<file path="src/rtl/core/plcc_pkg.sv">
// Shared types and constants for the prime list center cut block.
package plcc_pkg;

    localparam int LIMIT_W     = 9;    // width of limits, candidates and results
    localparam int ENTRY_W     = 8;    // width of one stored list entry
    localparam int MAX_LIMIT   = 256;
    localparam int TABLE_SLOTS = 64;
    localparam int ADDR_W      = $clog2(TABLE_SLOTS);
    localparam int COUNT_W     = $clog2(TABLE_SLOTS + 1);
    localparam int RESULT_CAP  = 55;
    localparam int BITCNT_W    = $clog2(LIMIT_W);

    typedef struct packed {
        logic [LIMIT_W-1:0] upper_limit;
        logic [LIMIT_W-1:0] cut_half;
    } t_in;

    typedef struct packed {
        logic [LIMIT_W-1:0] prime_value;
        logic               last_entry;
    } t_out;

    typedef enum logic [3:0] {
        S_IDLE,
        S_ONE,
        S_TWO,
        S_CAND,
        S_FETCH,
        S_LOAD,
        S_DIV,
        S_TEST,
        S_ADD,
        S_WIN,
        S_E_RD,
        S_E_WR
    } t_state;

endpackage

</file>
<file path="src/rtl/core/prime_list_center_cut_top.sv">
// Prime list builder with centered window output, bit-serial trial division.
//
// Each request carries an upper limit (saturated to 256) and a cut half C.
// The block rebuilds the list 1, 2, 3, 5, 7, ... of every value up to the
// limit, counting 1 as prime, into a 64-entry table memory. Candidates are
// tested by trial division against the stored primes from 2 upward, with a
// shared restoring divider that produces one quotient bit per cycle; a
// candidate is composite at the first zero remainder and prime once the
// quotient falls below the divisor (divisor squared above the candidate) or
// the stored primes run out. The list is then cut: an even-length list of at
// least 2C entries yields its centered 2C entries, an odd-length list of at
// least 2C-1 entries yields its centered 2C-1 entries, any other list goes out
// whole, and a cut half of zero or an empty list yields nothing. The final
// result of a request carries last_entry. Each trial divisor passes through
// a table read, a load, 9 divide steps and a test, and each emitted entry
// through a table read and an output write, so the one-bit-per-cycle
// divider sets the run time of a request. One request is worked at a
// time; a new request is taken once the last result has moved into the
// output register, even while that result still waits to be taken.
module prime_list_center_cut_top
    import plcc_pkg::*;
(
    input  logic i_clk,
    input  logic i_rst_n,
    input  logic i_valid,
    output logic o_ready,
    input  t_in  i_data,
    output logic o_valid,
    input  logic i_ready,
    output t_out o_data
);

    // Table memory: one write port, one registered read port
    logic [ENTRY_W-1:0] mem [TABLE_SLOTS];
    logic [ENTRY_W-1:0] r_rd_data;
    logic [ADDR_W-1:0]  rd_addr;
    logic               wr_en;
    logic [ADDR_W-1:0]  wr_addr;
    logic [ENTRY_W-1:0] wr_data;

    // Control and datapath registers
    t_state              r_state, n_state;
    logic [LIMIT_W-1:0]  r_limit, n_limit;
    logic [LIMIT_W-1:0]  r_cut, n_cut;
    logic [COUNT_W-1:0]  r_count, n_count;
    logic [LIMIT_W-1:0]  r_cand, n_cand;
    logic [COUNT_W-1:0]  r_j, n_j;
    logic [ENTRY_W-1:0]  r_div, n_div;
    logic [LIMIT_W-1:0]  r_dvd, n_dvd;     // dividend in, quotient out
    logic [ENTRY_W-1:0]  r_rem, n_rem;
    logic [BITCNT_W-1:0] r_bit, n_bit;
    logic [COUNT_W-1:0]  r_start, n_start;
    logic [COUNT_W-1:0]  r_len, n_len;
    logic [COUNT_W-1:0]  r_k, n_k;
    logic                r_out_valid, n_out_valid;
    t_out                r_out, n_out;

    // Divider step and window arithmetic
    logic [LIMIT_W-1:0]  div_trial;
    logic [LIMIT_W-1:0]  div_diff;
    logic                div_ge;
    logic [LIMIT_W:0]    cut2;
    logic [LIMIT_W:0]    cnt_ext;
    logic [LIMIT_W:0]    half_ext;
    logic [LIMIT_W:0]    win_start;
    logic [LIMIT_W:0]    win_len;
    logic [COUNT_W-1:0]  emit_idx;
    logic                emit_last;

    always_ff @(posedge i_clk) begin
        if (wr_en) begin
            mem[wr_addr] <= wr_data;
        end
        r_rd_data <= mem[rd_addr];
    end

    // Restoring division: shift one dividend bit into the remainder per cycle
    assign div_trial = {r_rem, r_dvd[LIMIT_W-1]};
    assign div_ge    = div_trial >= {1'b0, r_div};
    assign div_diff  = div_trial - {1'b0, r_div};

    assign cut2     = {r_cut, 1'b0};
    assign cnt_ext  = (LIMIT_W + 1)'(r_count);
    assign half_ext = (LIMIT_W + 1)'(r_count >> 1);

    assign emit_idx  = r_start + r_k;
    assign emit_last = (r_k + 1'b1) == r_len;

    // Hold the emit address while an entry waits on a stalled output
    always_comb begin
        rd_addr = (r_state == S_E_RD || r_state == S_E_WR)
                  ? emit_idx[ADDR_W-1:0] : r_j[ADDR_W-1:0];
    end

    always_comb begin
        n_state     = r_state;
        n_limit     = r_limit;
        n_cut       = r_cut;
        n_count     = r_count;
        n_cand      = r_cand;
        n_j         = r_j;
        n_div       = r_div;
        n_dvd       = r_dvd;
        n_rem       = r_rem;
        n_bit       = r_bit;
        n_start     = r_start;
        n_len       = r_len;
        n_k         = r_k;
        n_out       = r_out;
        n_out_valid = r_out_valid & ~i_ready;
        o_ready     = 1'b0;
        wr_en       = 1'b0;
        wr_addr     = r_count[ADDR_W-1:0];
        wr_data     = r_cand[ENTRY_W-1:0];
        win_start   = '0;
        win_len     = cnt_ext;

        unique case (r_state)
            S_IDLE: begin
                o_ready = 1'b1;
                if (i_valid) begin
                    // Saturate the limit and start a fresh list
                    n_limit = (i_data.upper_limit > LIMIT_W'(MAX_LIMIT))
                              ? LIMIT_W'(MAX_LIMIT) : i_data.upper_limit;
                    n_cut   = i_data.cut_half;
                    n_count = '0;
                    n_state = S_ONE;
                end
            end
            S_ONE: begin
                if (r_limit >= LIMIT_W'(1)) begin
                    wr_en   = 1'b1;
                    wr_data = ENTRY_W'(1);
                    n_count = r_count + 1'b1;
                    n_state = S_TWO;
                end else begin
                    n_state = S_WIN;
                end
            end
            S_TWO: begin
                if (r_limit >= LIMIT_W'(2)) begin
                    wr_en   = 1'b1;
                    wr_data = ENTRY_W'(2);
                    n_count = r_count + 1'b1;
                    n_cand  = LIMIT_W'(3);
                    n_state = S_CAND;
                end else begin
                    n_state = S_WIN;
                end
            end
            S_CAND: begin
                // Stop at the limit or once the table is full
                if (r_cand > r_limit || r_count == COUNT_W'(TABLE_SLOTS)) begin
                    n_state = S_WIN;
                end else begin
                    n_j     = COUNT_W'(1);
                    n_state = S_FETCH;
                end
            end
            S_FETCH: begin
                // Divisors exhausted: the candidate is prime
                n_state = (r_j >= r_count) ? S_ADD : S_LOAD;
            end
            S_LOAD: begin
                n_div   = r_rd_data;
                n_dvd   = r_cand;
                n_rem   = '0;
                n_bit   = '0;
                n_state = S_DIV;
            end
            S_DIV: begin
                n_rem = div_ge ? div_diff[ENTRY_W-1:0] : div_trial[ENTRY_W-1:0];
                n_dvd = {r_dvd[LIMIT_W-2:0], div_ge};
                n_bit = r_bit + 1'b1;
                if (r_bit == BITCNT_W'(LIMIT_W - 1)) begin
                    n_state = S_TEST;
                end
            end
            S_TEST: begin
                if (r_div == '0 || r_rem == '0) begin
                    // Composite: drop the candidate
                    n_cand  = r_cand + 1'b1;
                    n_state = S_CAND;
                end else if (r_dvd < LIMIT_W'(r_div)) begin
                    // Quotient below divisor means divisor squared exceeds it
                    n_state = S_ADD;
                end else begin
                    n_j     = r_j + 1'b1;
                    n_state = S_FETCH;
                end
            end
            S_ADD: begin
                wr_en   = 1'b1;
                n_count = r_count + 1'b1;
                n_cand  = r_cand + 1'b1;
                n_state = S_CAND;
            end
            S_WIN: begin
                if (r_cut == '0 || r_count == '0) begin
                    n_state = S_IDLE;
                end else begin
                    if (!r_count[0] && cnt_ext >= cut2) begin
                        win_start = half_ext - (LIMIT_W + 1)'(r_cut);
                        win_len   = cut2;
                    end else if (r_count[0] && cnt_ext >= cut2 - 1'b1) begin
                        win_start = half_ext - (LIMIT_W + 1)'(r_cut) + 1'b1;
                        win_len   = cut2 - 1'b1;
                    end
                    if (win_len > (LIMIT_W + 1)'(RESULT_CAP)) begin
                        win_len = (LIMIT_W + 1)'(RESULT_CAP);
                    end
                    n_start = win_start[COUNT_W-1:0];
                    n_len   = win_len[COUNT_W-1:0];
                    n_k     = '0;
                    n_state = S_E_RD;
                end
            end
            S_E_RD: begin
                n_state = S_E_WR;
            end
            S_E_WR: begin
                // Advance only when the output register is free
                if (!r_out_valid || i_ready) begin
                    n_out.prime_value = LIMIT_W'(r_rd_data);
                    n_out.last_entry  = emit_last;
                    n_out_valid       = 1'b1;
                    n_k               = r_k + 1'b1;
                    n_state           = emit_last ? S_IDLE : S_E_RD;
                end
            end
            default: begin
                n_state = S_IDLE;
            end
        endcase
    end

    always_ff @(posedge i_clk) begin
        if (!i_rst_n) begin
            r_state     <= S_IDLE;
            r_count     <= '0;
            r_out_valid <= 1'b0;
        end else begin
            r_state     <= n_state;
            r_count     <= n_count;
            r_out_valid <= n_out_valid;
        end
    end

    always_ff @(posedge i_clk) begin
        r_limit <= n_limit;
        r_cut   <= n_cut;
        r_cand  <= n_cand;
        r_j     <= n_j;
        r_div   <= n_div;
        r_dvd   <= n_dvd;
        r_rem   <= n_rem;
        r_bit   <= n_bit;
        r_start <= n_start;
        r_len   <= n_len;
        r_k     <= n_k;
        r_out   <= n_out;
    end

    assign o_valid = r_out_valid;
    assign o_data  = r_out;

endmodule

</file>
<file path="config.mk">
export PLATFORM = sky130hd
export DESIGN_NAME = prime_list_center_cut_top
export DESIGN_NICKNAME = d
export VERILOG_FILES = /design/src/rtl/core/plcc_pkg.sv /design/src/rtl/core/prime_list_center_cut_top.sv
export SDC_FILE = /design/constraint.sdc
export NUM_CORES = 1
export LEC_CHECK = 0
export BUFFER_PORTS_ARGS = -buffer_cell sky130_fd_sc_hd__buf_2
export CORE_MARGIN = 10
export CORE_UTILIZATION = 30
export CTS_BUF_LIST = sky130_fd_sc_hd__clkbuf_4
export DETAILED_ROUTE_END_ITERATION = 8
export GPL_TIMING_DRIVEN = 1
export HOLD_SLACK_MARGIN = 0.03
export PLACE_DENSITY_LB_ADDON = 0.25
export SKIP_CTS_REPAIR_TIMING = 1
export SYNTH_ARGS = -nofsm -noshare
export SYNTH_HDL_FRONTEND = slang
export SYNTH_SLANG_ARGS = --single-unit
</file>
<file path="constraint.sdc">
create_clock -name i_clk -period 4.3 [get_ports i_clk]
set_input_delay 0.215 -clock i_clk [delete_from_list [all_inputs] [get_ports i_clk]]
set_output_delay 0.215 -clock i_clk [all_outputs]
set_load 0.03 [all_outputs]
</file>
# Word level (Yosys, flattened, before mapping)
# Memories as Yosys holds them, arrays and structs flattened. A register that Yosys moved wholly into a read port is not among the register bits.
# Cells that the tools add are included.
# Widths: inputs -> output; s select.
[totals] latch_bits=0 elab_cells=139 mem_count=1 ramBits=512 register_bits=104 input_bits=22 mem_bits_ro=0
[mem_list] name="mem" depth=64 word_bits=8 rd=1 rd_ports_with_merged_regs=1 wr=1 line="prime_list_center_cut_top.sv:34" source="logic [ENTRY_W-1:0] mem [TABLE_SLOTS];"
[classes] add_sub_neg=10 shifts=0 n_eq_ne=24 multipliers=0 n_mux=48 n_reduce_logical=27 bitwise=3 order_cmp=10 div=0
[ops] operator="$mux 7" count=8
[ops] operator="$pmux 4 s12" count=1
[ops] operator="$mux 4" count=11
[ops] operator="$mux 10" count=4
[ops] operator="$pmux 8 s2" count=2
[ops] operator="$pmux 7 s2" count=2
[ops] operator="$pmux 7 s4" count=1
[ops] operator="$pmux 9 s3" count=1
[ops] operator="$mux 8" count=3
[ops] operator="$add 7x1->7 const B" count=3
[ops] operator="$eq 4x4->1 const B" count=5
[ops] operator="$ge 7x10->1" count=2
[ops] operator="$mux 6" count=3
[ops] operator="$mux 9" count=2
[ops] operator="$ne 2x2->1 const B" count=9
[ops] operator="$pmux 9 s2" count=1
[ops] operator="$eq 4x3->1 const B" count=4
[ops] operator="$logic_not 8->1" count=2
[ops] operator="$gt 10x6->1 const B" count=1
[ops] operator="$sub 10x1->10 const B" count=1
[ops] operator="$add 9x1->9 const B" count=1
[ops] operator="$ge 9x1->1 const B" count=1
[ops] operator="$ge 9x2->1 const B" count=1
[ops] operator="$ge 9x8->1" count=1
[ops] operator="31 further kinds" count=52

# Depth between registers and ports, before layout
# Gate-level depths: netlist of the first run.
[depth] ltp_word=8 depth_mapped=15

# Least setup slack after synthesis of the first run
# OpenSTA, ideal clock, no wires.
[synth_timing] path_type="register -> register" start="register r_state[3]" end="memory mem[0][2] (data pin)" slack_ns=0.945 arrival_ns=2.841 setup_time_ns=0.515 path_buffers=1 path_stages_with_launch=8 period_less_slack_ns=3.355 cell_sequence="dfxtp_1 buf_2 nor2b_1 nand2_1 o21a_1 nor2_1 a21oi_1 nor2b_1"
[synth_via] elab_chain_cells=2
[synth_lines] item="from (decl)" line="prime_list_center_cut_top.sv:42" source="t_state r_state, n_state;"
[synth_lines] item="from (signal assigned)" line="prime_list_center_cut_top.sv:243" source="r_state <= n_state;"
[synth_lines] item="$eq 4x2->1 or $eq 4x1->1 (tied branches)" line="prime_list_center_cut_top.sv:118" source="unique case (r_state)"
[synth_lines] item="$pmux 8 s2 *" line="prime_list_center_cut_top.sv:118"
[synth_lines] item="named net wr_data[2]" line="prime_list_center_cut_top.sv:39" source="logic [ENTRY_W-1:0] wr_data;"
[synth_lines] item="to (decl)" line="prime_list_center_cut_top.sv:34"
# The timed path passes the listed nets; every way through them passes the cells marked *.

# Worst setup path in the final report of the first run
[layout_timing] start="register r_k[0]" end="register r_rd_data[7], read port of mem"
[layout_via] elab_chain_cells=2
[layout_lines] item="from (decl)" line="prime_list_center_cut_top.sv:54" source="logic [COUNT_W-1:0] r_k, n_k;"
[layout_lines] item="from (signal assigned)" line="prime_list_center_cut_top.sv:260" source="r_k <= n_k;"
[layout_lines] item="$add 6x6->6" line="prime_list_center_cut_top.sv:86" source="assign emit_idx = r_start + r_k;"
[layout_lines] item="$mux 6" line="prime_list_center_cut_top.sv:92" source="? emit_idx[ADDR_W-1:0] : r_j[ADDR_W-1:0];"
[layout_lines] item="to (decl)" line="prime_list_center_cut_top.sv:35" source="logic [ENTRY_W-1:0] r_rd_data;"
# Every way passes these cells.
# A chain may end at the register's enable or synchronous reset.

==> out/metrics.cfg, run 1 <==
[floorplanning]
ios=34
num_rows=110
die_h_um=323
die-area_um2=104000
design.core.area_um2=90400
start_util_pct=30.4
dieWidth_um=323

[logic_synthesis]
netlist_top_cells_area=edfxtp_1 66%, nand2_1 6.2%, nand3_1 2.8%
synth_flop_cell=edfxtp_1
synth-edff-count=604
netlist_area_um2=27500
ys_ff_latch=624
synthCells=2163
async_reset_ff_share_pct=0
synth.avg_cell_area_um2=12.7
synth_top_cell_by_area=edfxtp_1
synthMostInstantiatedCell=edfxtp_1
yosysSeqAreaShare_pct=67.5
yosysWarningCount=0
synthTopCellsByCount=604 x edfxtp_1, 452 x nand2_1, 157 x nor2_1
synthDistinctLibCells=70
yosysTopAreaCellShare_pct=66.1

[final_layout]
syn_to_final_growth_pct=15.6
final_cells=3659
final_nets=2439
drive_gt1_share_pct=17.3
stdcell_area_um2=31700

[routing]
wl_per_cell_um=21.1
vias_per_cell=5.05
drcViolationCount=0
vias=18500
drt_first_pass_iters=6
ant_nets=0
drt_iter0_drc=1627
routed_wl_mm=77.3

[global_routing]
grt_usage_pct=14.7
grt_pass1_wl_mm=116
grt_max_degree=82
antenna_found_initial=1
grt_util_met1_pct=19.3
grt_pass1_vias=18300
grtUsageMet3_pct=3.43
use_met2_pct=23.6
grt-ovfl-total=0
grt_busiest_layer=met2

[cts]
cts.sinks=624
h-tree-depth=4
root_buffer=clkbuf_4
cts_buffers=161
clk_latency_ps=1030
cts_tree=built
cts.path.max_buffers=3
cts.clk_slew.worst_paths_ps=70

[timing]
tightest_slew_ps=1370
clock_skew_ps=91.3
hold-worst-slack_ps=74.5
post-route-min-period_ps=4160
finalHoldViolCount=0
setup_viol=0
finalMaxSlewViolations=0
fin_ws_ps=138
clock.fmax_ghz=0.240
rsz0062_at_grt=no
slew_headroom_pct=6.33
min_period_over_period_pct=96.8
finalSetupTns_ps=0

[pwr]
p_sw_uw=3200
switching_share_pct=24.6
power.density_nw_per_um2=411
p_clk_share_pct=39.9
seqPwrFrac_pct=53.4
combinationalPowerShare_pct=6.7
p_leak_uw=0.0112
peakVddDrop_mv=0.220
internal-power_uw=9830

[worst_hold_path]
hold_start=i_data[17]
worstHoldEndpoint=r_limit[8]
min_path_cells=2
hp-class=in2reg

[critical_path]
crit_fanout=26
worstSetupEndpointType=flip-flop
critPathRequiredTime_ps=5260
rrSetupSlack_ps=140
reg2reg_from=r_k[0]
path_class=reg2reg
rr_worst_depth=11
r2r-end=r_rd_data[7]
cp-start-kind=flip-flop
critPathArrivalTime_ps=5120

[placed_design]
dp_hpwl_mm=49.6
gp_congestion=0.841
place_area_um2=29300
dpl.cell_count=3340
place_ws_ps=30.6
port_buffers=32

[outcome]
status=completed

[flow_run]
max-cap-violations=0

[worst max-delay path, cell delays in order, from the launching register on]
cell,delay [ps]
edfxtp_1,500
ha_1,290
fa_1,510
mux2_4,470
buf_4,310
nand2_1,170
a21oi_1,60
o211ai_1,120
nand2_1,80
a2111oi_0,1150
nor4b_1,230
a21oi_1,210
[registers in the layout, indices dropped and copies added, names as in the netlist, 8 cells and up]
signal     flops
r_rem          8
r_rd_data      8
mem          512
o_data         9
r_cut          9
r_div          8
r_cand         9
r_dvd          9
r_limit        9
[layer usage]
layer / routed length [µm] / part of all wire (%) / up-vias
li1: - / - / 8527
met1: 34200 / 44 / 9191
met2: 36500 / 47 / 647
met3: 4980 / 6.4 / 126
met4: 1600 / 2.1 / 0
met5: 0 / 0 / -
[cells by family after synthesis]
family	after synthesis	synth area share [%]
buffers and inverters	157	2.63
DFF	624	67.5
adders and majority gates	60	2.82
xor gates and xnor gates	43	1.37
muxes	63	3.62
and+or+nand+nor	921	14.9
other	1	0.0137
AOI/OAI and AO/OA	294	7.13
[power by group through the flow]
stage                     logic [µW]  registers [µW]  clock network (µW)
after floorplan                  480            7070                   0
after global placement           838            7090                   0
after detailed placement         858            7090                   0
after CTS                        860            6950                5350
after global routing             956            6960                5670
final                            875            6960                5200
[cell usage in the layout (no fill, tap or decap), types with 11 or more instances in the layout]
master	count
mux4_2	26
a31oi_1	26
dlygate4sd3_1	30
a311oi_1	24
nor2b_1	16
nand3_1	154
inv_1	48
mux2i_1	23
nand4_1	22
clkinv_1	31
a21oi_1	85
buf_12	11
o21ai_0	33
dfxtp_1	20
xnor2_1	23
ha_1	57
nor2_1	157
a22oi_1	14
nor3_1	19
o211ai_1	16
clkbuf_4	240
a21o_1	13
buf_2	32
buf_4	64
nand2_1	451
xor2_1	20
edfxtp_1	604
and3_1	50
[through the flow]
step                      util (%)  power (µW)
after floorplan                  -        7550
after global placement        32.4        7920
after detailed placement      32.4        7940
after CTS                     34.8       13200
after global routing          35.1       13600
final                         35.1       13000
[area by class of cell]
class	count	area, µm²
Fill cell	8794	58700
Sequential cell	624	18500
Multi-Input combinational cell	1383	8290
Clock buffer	240	1800
Tap cell	1176	1470
Timing Repair Buffer	137	1160
Clock inverter	48	285
Inverter	50	188
Antenna cell	1	2.50
[worst max-delay path by stage]
stage | start | end | depth (start not counted)
after floorplan | r_state[3] | mem[0][2] | 7
after global placement | r_k[1] | r_rd_data[0] | 11
after detailed placement | r_k[1] | r_rd_data[0] | 11
after CTS | r_k[1] | r_rd_data[0] | 11
after global routing | r_k[0] | r_rd_data[7] | 11
final | r_k[0] | r_rd_data[7] | 11
Note: power is estimated with default switching activity, not from simulation.
==> inputs of run 2 (changes only) <==
Settings changed: CTS_BUF_LIST sky130_fd_sc_hd__clkbuf_4 to sky130_fd_sc_hd__clkbuf_2, PLACE_DENSITY set to 0.4, PLACE_DENSITY_LB_ADDON 0.25 to not set.
==> run 2 against run 1 <==
Worst setup slack lost 39 ps. Critical path type unchanged. Register-to-register slack lost 40 ps. Critical path depth grew 1. Highest routed layer unchanged. Non-clock buffer count grew 40. Hold slack gained 37 ps. Die area is the same. Cell area shrank 0.43%. Wire length grew 9.3%. Via count is essentially flat. Fmax shrank 0.94%.
==> out/metrics.cfg, run 2 (synthesis results as in run 1) <==
[placed_design]
gp_congestion=0.792
place_area_um2=29500
dp_hpwl_mm=53.8
port_buffers=32

[cts]
clk_latency_ps=1410
cts_tree=built
h-tree-depth=4
cts.clk_slew.worst_paths_ps=100
cts_buffers=174
root_buffer=clkbuf_2
cts.path.max_buffers=3
cts.sinks=624

[routing]
ant_nets=0
wl_per_cell_um=22.7
vias_per_cell=4.97
vias=18500
drt_iter0_drc=1288
drcViolationCount=0
routed_wl_mm=84.5
drt_first_pass_iters=5

[critical_path]
critPathRequiredTime_ps=5550
r2r-end=r_rd_data[0]
crit_fanout=37
critPathArrivalTime_ps=5450
rrSetupSlack_ps=100
rr_worst_depth=12
worstSetupEndpointType=flip-flop
path_class=reg2reg
reg2reg_from=r_k[0]
cp-start-kind=flip-flop

[timing]
finalMaxSlewViolations=0
slew_headroom_pct=19.6
rsz0062_at_grt=no
clock_skew_ps=116
setup_viol=0
tightest_slew_ps=1200
finalSetupTns_ps=0
min_period_over_period_pct=97.7
finalHoldViolCount=0
post-route-min-period_ps=4200
clock.fmax_ghz=0.238

[global_routing]
grt_max_degree=65
antenna_found_initial=2
grt_pass1_vias=18800
grt_usage_pct=16.1
grt_pass1_wl_mm=125
grt-ovfl-total=0

[final_layout]
layout_commonest_cell=edfxtp_1
largest_reg_flops=512
fin_util_pct=34.9
final_cell_mix=604 x edfxtp_1, 451 x nand2_1, 244 x clkbuf_2
stdcell_area_um2=31600
largest_register=mem
drive_gt1_share_pct=18.3
final_nets=2492
syn_to_final_growth_pct=15.1

[floorplanning]
die-area_um2=104000
die_h_um=323
ios=34
start_util_pct=30.4
dieWidth_um=323
num_rows=110
design.core.area_um2=90400

[pwr]
peakVddDrop_mv=0.187
p_leak_uw=0.0113
power.density_nw_per_um2=386

[worst_hold_path]
worstHoldEndpoint=r_count[0]
hold_start=i_valid
min_path_cells=8
hp-class=in2reg

[outcome]
status=completed

[flow_run]
max-cap-violations=0

## run 2: cell count changes in the layout (fill, tap and decap cells not counted), sizes merged, moves of 2 or more
cell / delta
clkinv: +14
diode: +2
buf: +19
clkbuf: +4
inv: +2
dlygate4sd3: +21
## run 2: cell type report
type,count,area (µm²)
Antenna cell,3,7.51
Clock buffer,244,1220
Clock inverter,64,355
Fill cell,8952,58800
Inverter,50,188
Multi-Input combinational cell,1383,8290
Sequential cell,624,18500
Tap cell,1176,1470
Timing Repair Buffer,177,1530
## run 2: how the worst max path moves through the flow
stage | start | to | slack (ps) | cells after the start
3_5_place_dp | r_k[0] | r_rd_data[0] | 70 | 12
6_report | r_k[0] | r_rd_data[0] | 100 | 12
5_1_grt | r_k[0] | r_rd_data[0] | 20 | 12
3_3_place_gp | r_k[0] | r_rd_data[0] | 90 | 12
2_1_floorplan | r_state[3] | mem[0][2] | 940 | 7
4_1_cts | r_k[0] | r_rd_data[0] | 110 | 12
## run 2: metal layers
layer	part of all wire, %	vias to the layer above	GRT usage (%)
met5	0	-	0
met2	46	489	25.4
met3	4.9	120	3.37
met4	2.1	0	5.38
met1	47	9288	21.9
li1	-	8607	-
## run 2: stage by stage
step / hold WS, ps / worst slack [ps] / power (µW) / cells
floorplan: 314 / 945 / 7550 / 2164
global placement: 394 / 87.9 / 7980 / 3359
detailed placement: 394 / 72.8 / 7990 / 3359
CTS: -1190 / 107 / 12400 / 3667
global route: 88.2 / 23.0 / 12800 / 3720
finish: 111 / 98.7 / 12200 / 3721
## run 2: where the power goes
part	switching, µW	internal [µW]	leakage (µW)
clock	2660	1650	0.00120
sequential	61.9	6890	0.00558
combinational	658	265	0.00455
total	3380	8810	0.0113
## run 2: critical path: stages, from the launching register on
cell	delay, ps
edfxtp_1	500
ha_1	280
fa_1	590
mux2_4	440
buf_12	290
buf_12	270
nand2_1	180
a21oi_1	150
o211ai_1	120
nand2_1	110
a2111oi_0	120
nor4b_1	840
a21oi_1	180
